$ cat src/parat_pkg.sv
package parat_pkg;

    localparam int ADDR_W   = 16;
    localparam int HANDLE_W = 4;

    typedef enum logic [1:0] {
        FUNC_ADD    = 2'd0,
        FUNC_REMOVE = 2'd1,
        FUNC_CHECK  = 2'd2
    } t_func;

    typedef enum logic [2:0] {
        S_IDLE,
        S_SCAN,
        S_SHIFT_RD,
        S_SHIFT_WR,
        S_DONE
    } t_state;

    typedef struct packed {
        logic [ADDR_W-1:0] start_addr;
        logic [ADDR_W-1:0] end_addr;
    } t_range;

    typedef struct packed {
        logic                accepted;
        logic [HANDLE_W-1:0] new_handle;
        logic                in_zone;
    } t_result;

endpackage

$ cat src/parat_ram.sv
module parat_ram #(
    parameter int DEPTH = 8,
    parameter int AW    = 3
) (
    input  logic              i_clk,
    input  logic              i_we,
    input  logic [AW-1:0]     i_waddr,
    input  parat_pkg::t_range i_wdata,
    input  logic              i_re,
    input  logic [AW-1:0]     i_raddr,
    output parat_pkg::t_range o_rdata
);
    import parat_pkg::*;

    t_range r_mem [DEPTH];
    t_range r_rdata;

    always_ff @(posedge i_clk) begin
        if (i_we) begin
            r_mem[i_waddr] <= i_wdata;
        end
        if (i_re) begin
            r_rdata <= r_mem[i_raddr];
        end
    end

    assign o_rdata = r_rdata;

endmodule

$ cat src/parat_ctrl.sv
module parat_ctrl #(
    parameter int AREAS = 8,
    parameter int CW    = 4,
    parameter int IW    = 3
) (
    input  logic                              i_clk,
    input  logic                              i_rst_n,
    input  logic                              i_in_valid,
    output logic                              o_in_stall,
    input  logic [1:0]                        i_func,
    input  logic [parat_pkg::ADDR_W-1:0]      i_start_address,
    input  logic [parat_pkg::ADDR_W-1:0]      i_end_address,
    input  logic [parat_pkg::HANDLE_W-1:0]    i_area_handle,
    input  logic [parat_pkg::ADDR_W-1:0]      i_address,
    output logic                              o_res_valid,
    input  logic                              i_res_stall,
    output parat_pkg::t_result                o_res,
    output logic                              o_mem_we,
    output logic [IW-1:0]                     o_mem_waddr,
    output parat_pkg::t_range                 o_mem_wdata,
    output logic                              o_mem_re,
    output logic [IW-1:0]                     o_mem_raddr,
    input  parat_pkg::t_range                 i_mem_rdata
);
    import parat_pkg::*;

    localparam int CMPW = (CW > HANDLE_W) ? CW : HANDLE_W;

    t_state            r_state, n_state;
    logic [CW-1:0]     r_count, n_count;
    logic [CW-1:0]     r_ptr, n_ptr;
    logic              r_pend, n_pend;
    logic [ADDR_W-1:0] r_addr, n_addr;
    t_result           r_res, n_res;

    logic [CW-1:0]     ptr_inc;
    logic [CW-1:0]     count_inc;
    logic [CMPW-1:0]   handle_ext;
    logic [CMPW-1:0]   count_ext;
    logic              hit;

    assign ptr_inc    = r_ptr + CW'(1);
    assign count_inc  = r_count + CW'(1);
    assign handle_ext = CMPW'(i_area_handle);
    assign count_ext  = CMPW'(r_count);
    assign hit        = r_pend && (r_addr >= i_mem_rdata.start_addr)
                        && (r_addr <= i_mem_rdata.end_addr);

    always_ff @(posedge i_clk) begin
        if (!i_rst_n) begin
            r_state <= S_IDLE;
            r_count <= '0;
        end else begin
            r_state <= n_state;
            r_count <= n_count;
        end
    end

    always_ff @(posedge i_clk) begin
        r_ptr  <= n_ptr;
        r_pend <= n_pend;
        r_addr <= n_addr;
        r_res  <= n_res;
    end

    always_comb begin
        n_state     = r_state;
        n_count     = r_count;
        n_ptr       = r_ptr;
        n_pend      = r_pend;
        n_addr      = r_addr;
        n_res       = r_res;
        o_mem_we    = 1'b0;
        o_mem_waddr = r_ptr[IW-1:0];
        o_mem_wdata = i_mem_rdata;
        o_mem_re    = 1'b0;
        o_mem_raddr = r_ptr[IW-1:0];
        o_res_valid = 1'b0;
        o_in_stall  = (r_state != S_IDLE);

        unique case (r_state)
            S_IDLE: begin
                if (i_in_valid) begin
                    n_res   = '0;
                    n_state = S_DONE;
                    unique case (i_func)
                        FUNC_ADD: begin
                            if (r_count < CW'(AREAS)) begin
                                o_mem_we               = 1'b1;
                                o_mem_waddr            = r_count[IW-1:0];
                                o_mem_wdata.start_addr = i_start_address;
                                o_mem_wdata.end_addr   = i_end_address;
                                n_count                = count_inc;
                                n_res.accepted         = 1'b1;
                                n_res.new_handle       = HANDLE_W'(count_inc);
                            end
                        end
                        FUNC_REMOVE: begin
                            if (handle_ext != '0 && handle_ext <= count_ext) begin
                                n_count        = r_count - CW'(1);
                                n_ptr          = CW'(handle_ext - CMPW'(1));
                                n_res.accepted = 1'b1;
                                n_state        = S_SHIFT_RD;
                            end
                        end
                        FUNC_CHECK: begin
                            n_ptr   = '0;
                            n_pend  = 1'b0;
                            n_addr  = i_address;
                            n_state = S_SCAN;
                        end
                        default: begin
                            n_state = S_DONE;
                        end
                    endcase
                end
            end
            S_SCAN: begin
                // compare last read entry while fetching the next one
                if (hit) begin
                    n_res.in_zone = 1'b1;
                    n_state       = S_DONE;
                end else if (r_ptr < r_count) begin
                    o_mem_re    = 1'b1;
                    o_mem_raddr = r_ptr[IW-1:0];
                    n_ptr       = ptr_inc;
                    n_pend      = 1'b1;
                end else begin
                    n_state = S_DONE;
                end
            end
            S_SHIFT_RD: begin
                // count already holds the reduced value
                if (r_ptr < r_count) begin
                    o_mem_re    = 1'b1;
                    o_mem_raddr = ptr_inc[IW-1:0];
                    n_state     = S_SHIFT_WR;
                end else begin
                    n_state = S_DONE;
                end
            end
            S_SHIFT_WR: begin
                o_mem_we    = 1'b1;
                o_mem_waddr = r_ptr[IW-1:0];
                o_mem_wdata = i_mem_rdata;
                n_ptr       = ptr_inc;
                n_state     = S_SHIFT_RD;
            end
            S_DONE: begin
                o_res_valid = 1'b1;
                if (!i_res_stall) begin
                    n_state = S_IDLE;
                end
            end
            default: begin
                n_state = S_IDLE;
            end
        endcase
    end

    assign o_res = r_res;

endmodule

$ cat src/protected_address_range_table.sv
// channel   direction   handshake                  payload
// in        input       i_in_valid / o_in_stall    i_func, i_start_address, i_end_address,
//                                                  i_area_handle, i_address
// out       output      o_out_valid / i_out_stall  o_accepted, o_new_handle, o_in_zone
//
// one item at a time; the table lives in a single-port-write ram with a registered read
// add, rejected items and undefined func: result goes from the controller's result register to the output register
// check: one ram read per cycle, stops at the first hit
// remove of handle h: one read and one write per shifted entry
// reset (synchronous, active low) empties the table; ram contents are not cleared
// a result waits in the output register under stall while the next item is taken
module protected_address_range_table #(
    parameter int AREAS = 8
) (
    input  logic                           i_clk,
    input  logic                           i_rst_n,
    input  logic                           i_in_valid,
    output logic                           o_in_stall,
    input  logic [1:0]                     i_func,
    input  logic [parat_pkg::ADDR_W-1:0]   i_start_address,
    input  logic [parat_pkg::ADDR_W-1:0]   i_end_address,
    input  logic [parat_pkg::HANDLE_W-1:0] i_area_handle,
    input  logic [parat_pkg::ADDR_W-1:0]   i_address,
    output logic                           o_out_valid,
    input  logic                           i_out_stall,
    output logic                           o_accepted,
    output logic [parat_pkg::HANDLE_W-1:0] o_new_handle,
    output logic                           o_in_zone
);
    import parat_pkg::*;

    localparam int CW = $clog2(AREAS + 1);
    localparam int IW = (AREAS > 1) ? $clog2(AREAS) : 1;

    logic          res_valid;
    logic          res_stall;
    t_result       res;
    logic          mem_we;
    logic [IW-1:0] mem_waddr;
    t_range        mem_wdata;
    logic          mem_re;
    logic [IW-1:0] mem_raddr;
    t_range        mem_rdata;

    logic          r_out_valid;
    t_result       r_out;

    parat_ctrl #(
        .AREAS (AREAS),
        .CW    (CW),
        .IW    (IW)
    ) u_ctrl (
        .i_clk           (i_clk),
        .i_rst_n         (i_rst_n),
        .i_in_valid      (i_in_valid),
        .o_in_stall      (o_in_stall),
        .i_func          (i_func),
        .i_start_address (i_start_address),
        .i_end_address   (i_end_address),
        .i_area_handle   (i_area_handle),
        .i_address       (i_address),
        .o_res_valid     (res_valid),
        .i_res_stall     (res_stall),
        .o_res           (res),
        .o_mem_we        (mem_we),
        .o_mem_waddr     (mem_waddr),
        .o_mem_wdata     (mem_wdata),
        .o_mem_re        (mem_re),
        .o_mem_raddr     (mem_raddr),
        .i_mem_rdata     (mem_rdata)
    );

    parat_ram #(
        .DEPTH (AREAS),
        .AW    (IW)
    ) u_ram (
        .i_clk   (i_clk),
        .i_we    (mem_we),
        .i_waddr (mem_waddr),
        .i_wdata (mem_wdata),
        .i_re    (mem_re),
        .i_raddr (mem_raddr),
        .o_rdata (mem_rdata)
    );

    assign res_stall = r_out_valid && i_out_stall;

    always_ff @(posedge i_clk) begin
        if (!i_rst_n) begin
            r_out_valid <= 1'b0;
        end else if (!res_stall) begin
            r_out_valid <= res_valid;
        end
    end

    always_ff @(posedge i_clk) begin
        if (!res_stall && res_valid) begin
            r_out <= res;
        end
    end

    assign o_out_valid  = r_out_valid;
    assign o_accepted   = r_out.accepted;
    assign o_new_handle = r_out.new_handle;
    assign o_in_zone    = r_out.in_zone;

endmodule

$ cat config.mk
export PLATFORM = sky130hd
export DESIGN_NAME = protected_address_range_table
export DESIGN_NICKNAME = d
export VERILOG_FILES = /design/src/parat_pkg.sv /design/src/parat_ram.sv /design/src/parat_ctrl.sv /design/src/protected_address_range_table.sv
export SDC_FILE = /design/constraint.sdc
export NUM_CORES = 1
export LEC_CHECK = 0
export ABC_AREA = 0
export BUFFER_PORTS_ARGS = -buffer_cell sky130_fd_sc_hd__buf_2
export CAP_MARGIN = 5
export CORE_ASPECT_RATIO = 1.5
export CORE_UTILIZATION = 35
export DETAILED_ROUTE_END_ITERATION = 6
export GPL_ROUTABILITY_DRIVEN = 0
export PLACE_DENSITY_LB_ADDON = 0.08
export SLEW_MARGIN = 10
export SYNTH_ARGS = -nofsm -noshare
export SYNTH_HDL_FRONTEND = slang
export SYNTH_SLANG_ARGS = --single-unit
$ cat constraint.sdc
create_clock -name i_clk -period 5.15 [get_ports i_clk]
set_input_delay 0.515 -clock i_clk [delete_from_list [all_inputs] [get_ports i_clk]]
set_output_delay 0.515 -clock i_clk [all_outputs]
set_load 0.01 [all_outputs]
==> out/metrics.yaml <==
place:
  numPortBuffers: 65
  dpl.hpwl_um: 22500
  pre_cts_slack_ps: 1430
cts:
  root_buffer: "clkbuf_16"
  clk_path_buf_depth: 3
  postCtsResizedCells: 0
  cts_tree: "done"
  cts_hold_buf: 0
  clk_pin_slew_ps: 60
  post_cts_buffers: 0
  htree_levels: 2
  cts.sinks: 329
  cts_buffers: 35
  clock_latency_ps: 530
global_routing:
  antenna_found_initial: 0
  overflow: 0
  track_usage: 0.182
  grt_pass1_wl_um: 55000
  grt_max_degree: 51
  first_global_vias: 8242
timing:
  period_share: 0.713
  fin_tns_setup_ps: 0
  fin_skew_ps: 24.4
  min_period_ps: 3670
  drv_slew: 0
  hold_viol_final: 0
  setup_slack_ps: 1480
  worst_pin_slew_ps: 1160
  rsz0062_at_grt: "false"
  maxSlewHeadroom: 0.224
  setup_violations: 0
  max_freq_ghz: 0.272
synthesis:
  yosys.cell_count.top_type: "edfxtp_1"
  synthXorXnorAreaFrac: 0.00612
  yosys.area_share.simple: 0.0775
  synth_compound_area_frac: 0.111
  synthTopCellsByCount: "321 x edfxtp_1, 146 x nand2_1, 47 x ha_1, 47 x inv_1, 33 x mux2i_1"
  synthesis.area_mm2: 0.0143
  synth_edf_count: 321
  synth_top_cell_by_area: "edfxtp_1"
  synth.area.mux_share: 0.0509
  synth_area_per_cell_um2: 14.9
  async_reset_ff_frac: 0
  synth.net_count: 1067
  yosysSeqAreaShare: 0.685
  synth_area_leaders: "edfxtp_1 67%, ha_1 4.1%, nand2_1 3.8%"
  ys_warn_count: 0
  synthDominantCellAreaShare: 0.674
  yosys.area_share.adder: 0.0411
  synth_top_family_by_area: "compound AO/OA/AOI/OAI gates"
  synthCells: 962
  synth_ff_type: "edfxtp_1"
  ys_seq_elements: 329
  synth.distinct_cells: 54
critical_path:
  worstPathRequired_ps: 5360
  worstSetupEndpoint: "u_ram.r_mem[3][4]$_DFFE_PP_"
  startpoint: "u_ctrl.r_state[0]$_SDFFE_PN0P_"
  path_cells: "nor3_1 > inv_1 > nor2_1 > nand2_2 > o22a_1 > nor2_4 > buf_12"
  r2r_start: "u_ctrl.r_state[0]$_SDFFE_PN0P_"
  slowest_delay_ps: 600
  r2r_cells: 7
  r2r-end: "u_ram.r_mem[3][4]$_DFFE_PP_"
  cp-end-kind: "register"
  arrival_ps: 3890
  path_max_fanout: 28
  critical_path_class: "register to register"
  cp-start-kind: "register"
  cpMaxStageDelayCell: "nand2_2"
  rrSetupSlack_ps: 1480
die:
  die_w_um: 167
  num_rows: 90
  fp.dieH_um: 250
  boundaryPins: 66
  die_area_mm2: 0.0417
  core_mm2: 0.0403
  start_util: 0.355
detailed_routing:
  drtAntennaViolNets: 0
  routed_wl_um: 37300
  post_drt_via_cell_ratio: 5.20
  wl_per_cell_um: 23.8
  drcViolationCount: 0
  num_vias: 8144
  drtIter0Drc: 465
  drt-pass1-iter-count: 5
cells_and_area:
  n_antenna_cell: 0
  syn_to_final_growth_pct: 15.0
  nets: 1140
  drive_gt1_frac: 0.221
power:
  total_power_uw: 5980
  leakage_uw: 0.00566
  comb_power_share: 0.082
  power.share.clock: 0.414
  peakVddDrop_mv: 0.273
  power_frac_seq: 0.504
  p_sw_frac: 0.231
  power_switching_uw: 1380
  p_per_area_mw_per_mm2: 363
  p_int_uw: 4600
flow_run:
  max-cap-violations: 0
run_status:
  status: "finished, final reports clean"
worst_hold_path:
  worstHoldPathType: "input port to register"
==> state kept, by name, summed over array words and instances, names as in the netlist <==
register and count:
o_accepted 1, u_ram.o_rdata 32, o_in_zone 1, u_ctrl.r_state 3, u_ctrl.r_ptr 4, u_ctrl.r_pend 1, o_new_handle 4, u_ctrl.o_res 6
u_ram.r_mem 256, o_out_valid 1, u_ctrl.r_addr 16, u_ctrl.count_ext 4
==> final cells by class <==
cell class	instances	area [um^2]
Sequential cell	329	9800
Timing Repair Buffer	82	541
Multi-Input combinational cell	540	4200
Clock inverter	20	188
Tap cell	506	633
Fill cell	3763	23900
Clock buffer	41	920
Inverter	47	176
==> worst min path at each step <==
stage | cells after the start | end | slack [ps] | from
2_1_floorplan | 0 | o_accepted$_DFFE_PP_ | 400 | u_ctrl.o_res[5]$_DFFE_PP_
3_3_place_gp | 0 | o_accepted$_DFFE_PP_ | 400 | u_ctrl.o_res[5]$_DFFE_PP_
3_5_place_dp | 0 | o_accepted$_DFFE_PP_ | 400 | u_ctrl.o_res[5]$_DFFE_PP_
4_1_cts | 1 | u_ctrl.r_addr[11]$_DFFE_PP_ | 130 | i_address[11]
5_1_grt | 1 | u_ctrl.r_addr[11]$_DFFE_PP_ | 140 | i_address[11]
6_report | 1 | u_ctrl.r_addr[2]$_DFFE_PP_ | 160 | i_address[2]
==> cell usage in the layout (no fill, tap or decap), types with 17 or more instances in the layout <==
cell type and instances:
mux2i_1 33, a211oi_1 17, a211oi_2 19, nand2_1 145
nor2_1 22, inv_1 47, mux2_2 32, edfxtp_1 321
a32o_1 32, a311oi_2 30, and2_0 18, ha_1 47
clkbuf_16 36, buf_2 65
==> through the flow <==
step	cell area [um^2]	hold slack, ps	std cells	utilization
floorplan	14300	400	962	-
global placement	15300	404	1504	0.381
detailed placement	15300	405	1504	0.381
CTS	16500	133	1565	0.408
global route	16500	139	1565	0.408
finish	16500	156	1565	0.408
==> power groups by stage <==
stage          Sequential, uW  Clock [uW]  Combinational (uW)
6_report                 3010        2470                 490
3_5_place_dp             3070           0                 501
4_1_cts                  3010        2540                 504
5_1_grt                  3020        2630                 538
3_3_place_gp             3070           0                 505
2_1_floorplan            3060           0                 326
==> worst max-delay path, delay by kind of cell (launching register included) <==
kind / cells / cell delay (ps)
AND/OR/NAND/NOR: 4 / 2050
AO/OA/AOI/OAI: 1 / 540
buffers and inverters: 2 / 380
flip-flops: 1 / 370
==> cells by family after synthesis <==
| family | after synthesis |
|---|---|
| compound gates | 166 |
| xor+xnor | 10 |
| fa+ha+maj | 47 |
| buf+inv | 93 |
| flops | 329 |
| mux | 67 |
| simple gates | 250 |
==> routing by layer <==
layer,vias to the layer above,global-route usage,routed length [um]
met3,53,0.0235,1200
met5,-,0,0
met4,0,0.0569,963
li1,3817,-,-
met2,153,0.321,19100
met1,4121,0.230,16000
(Power assumes the default switching activity.)
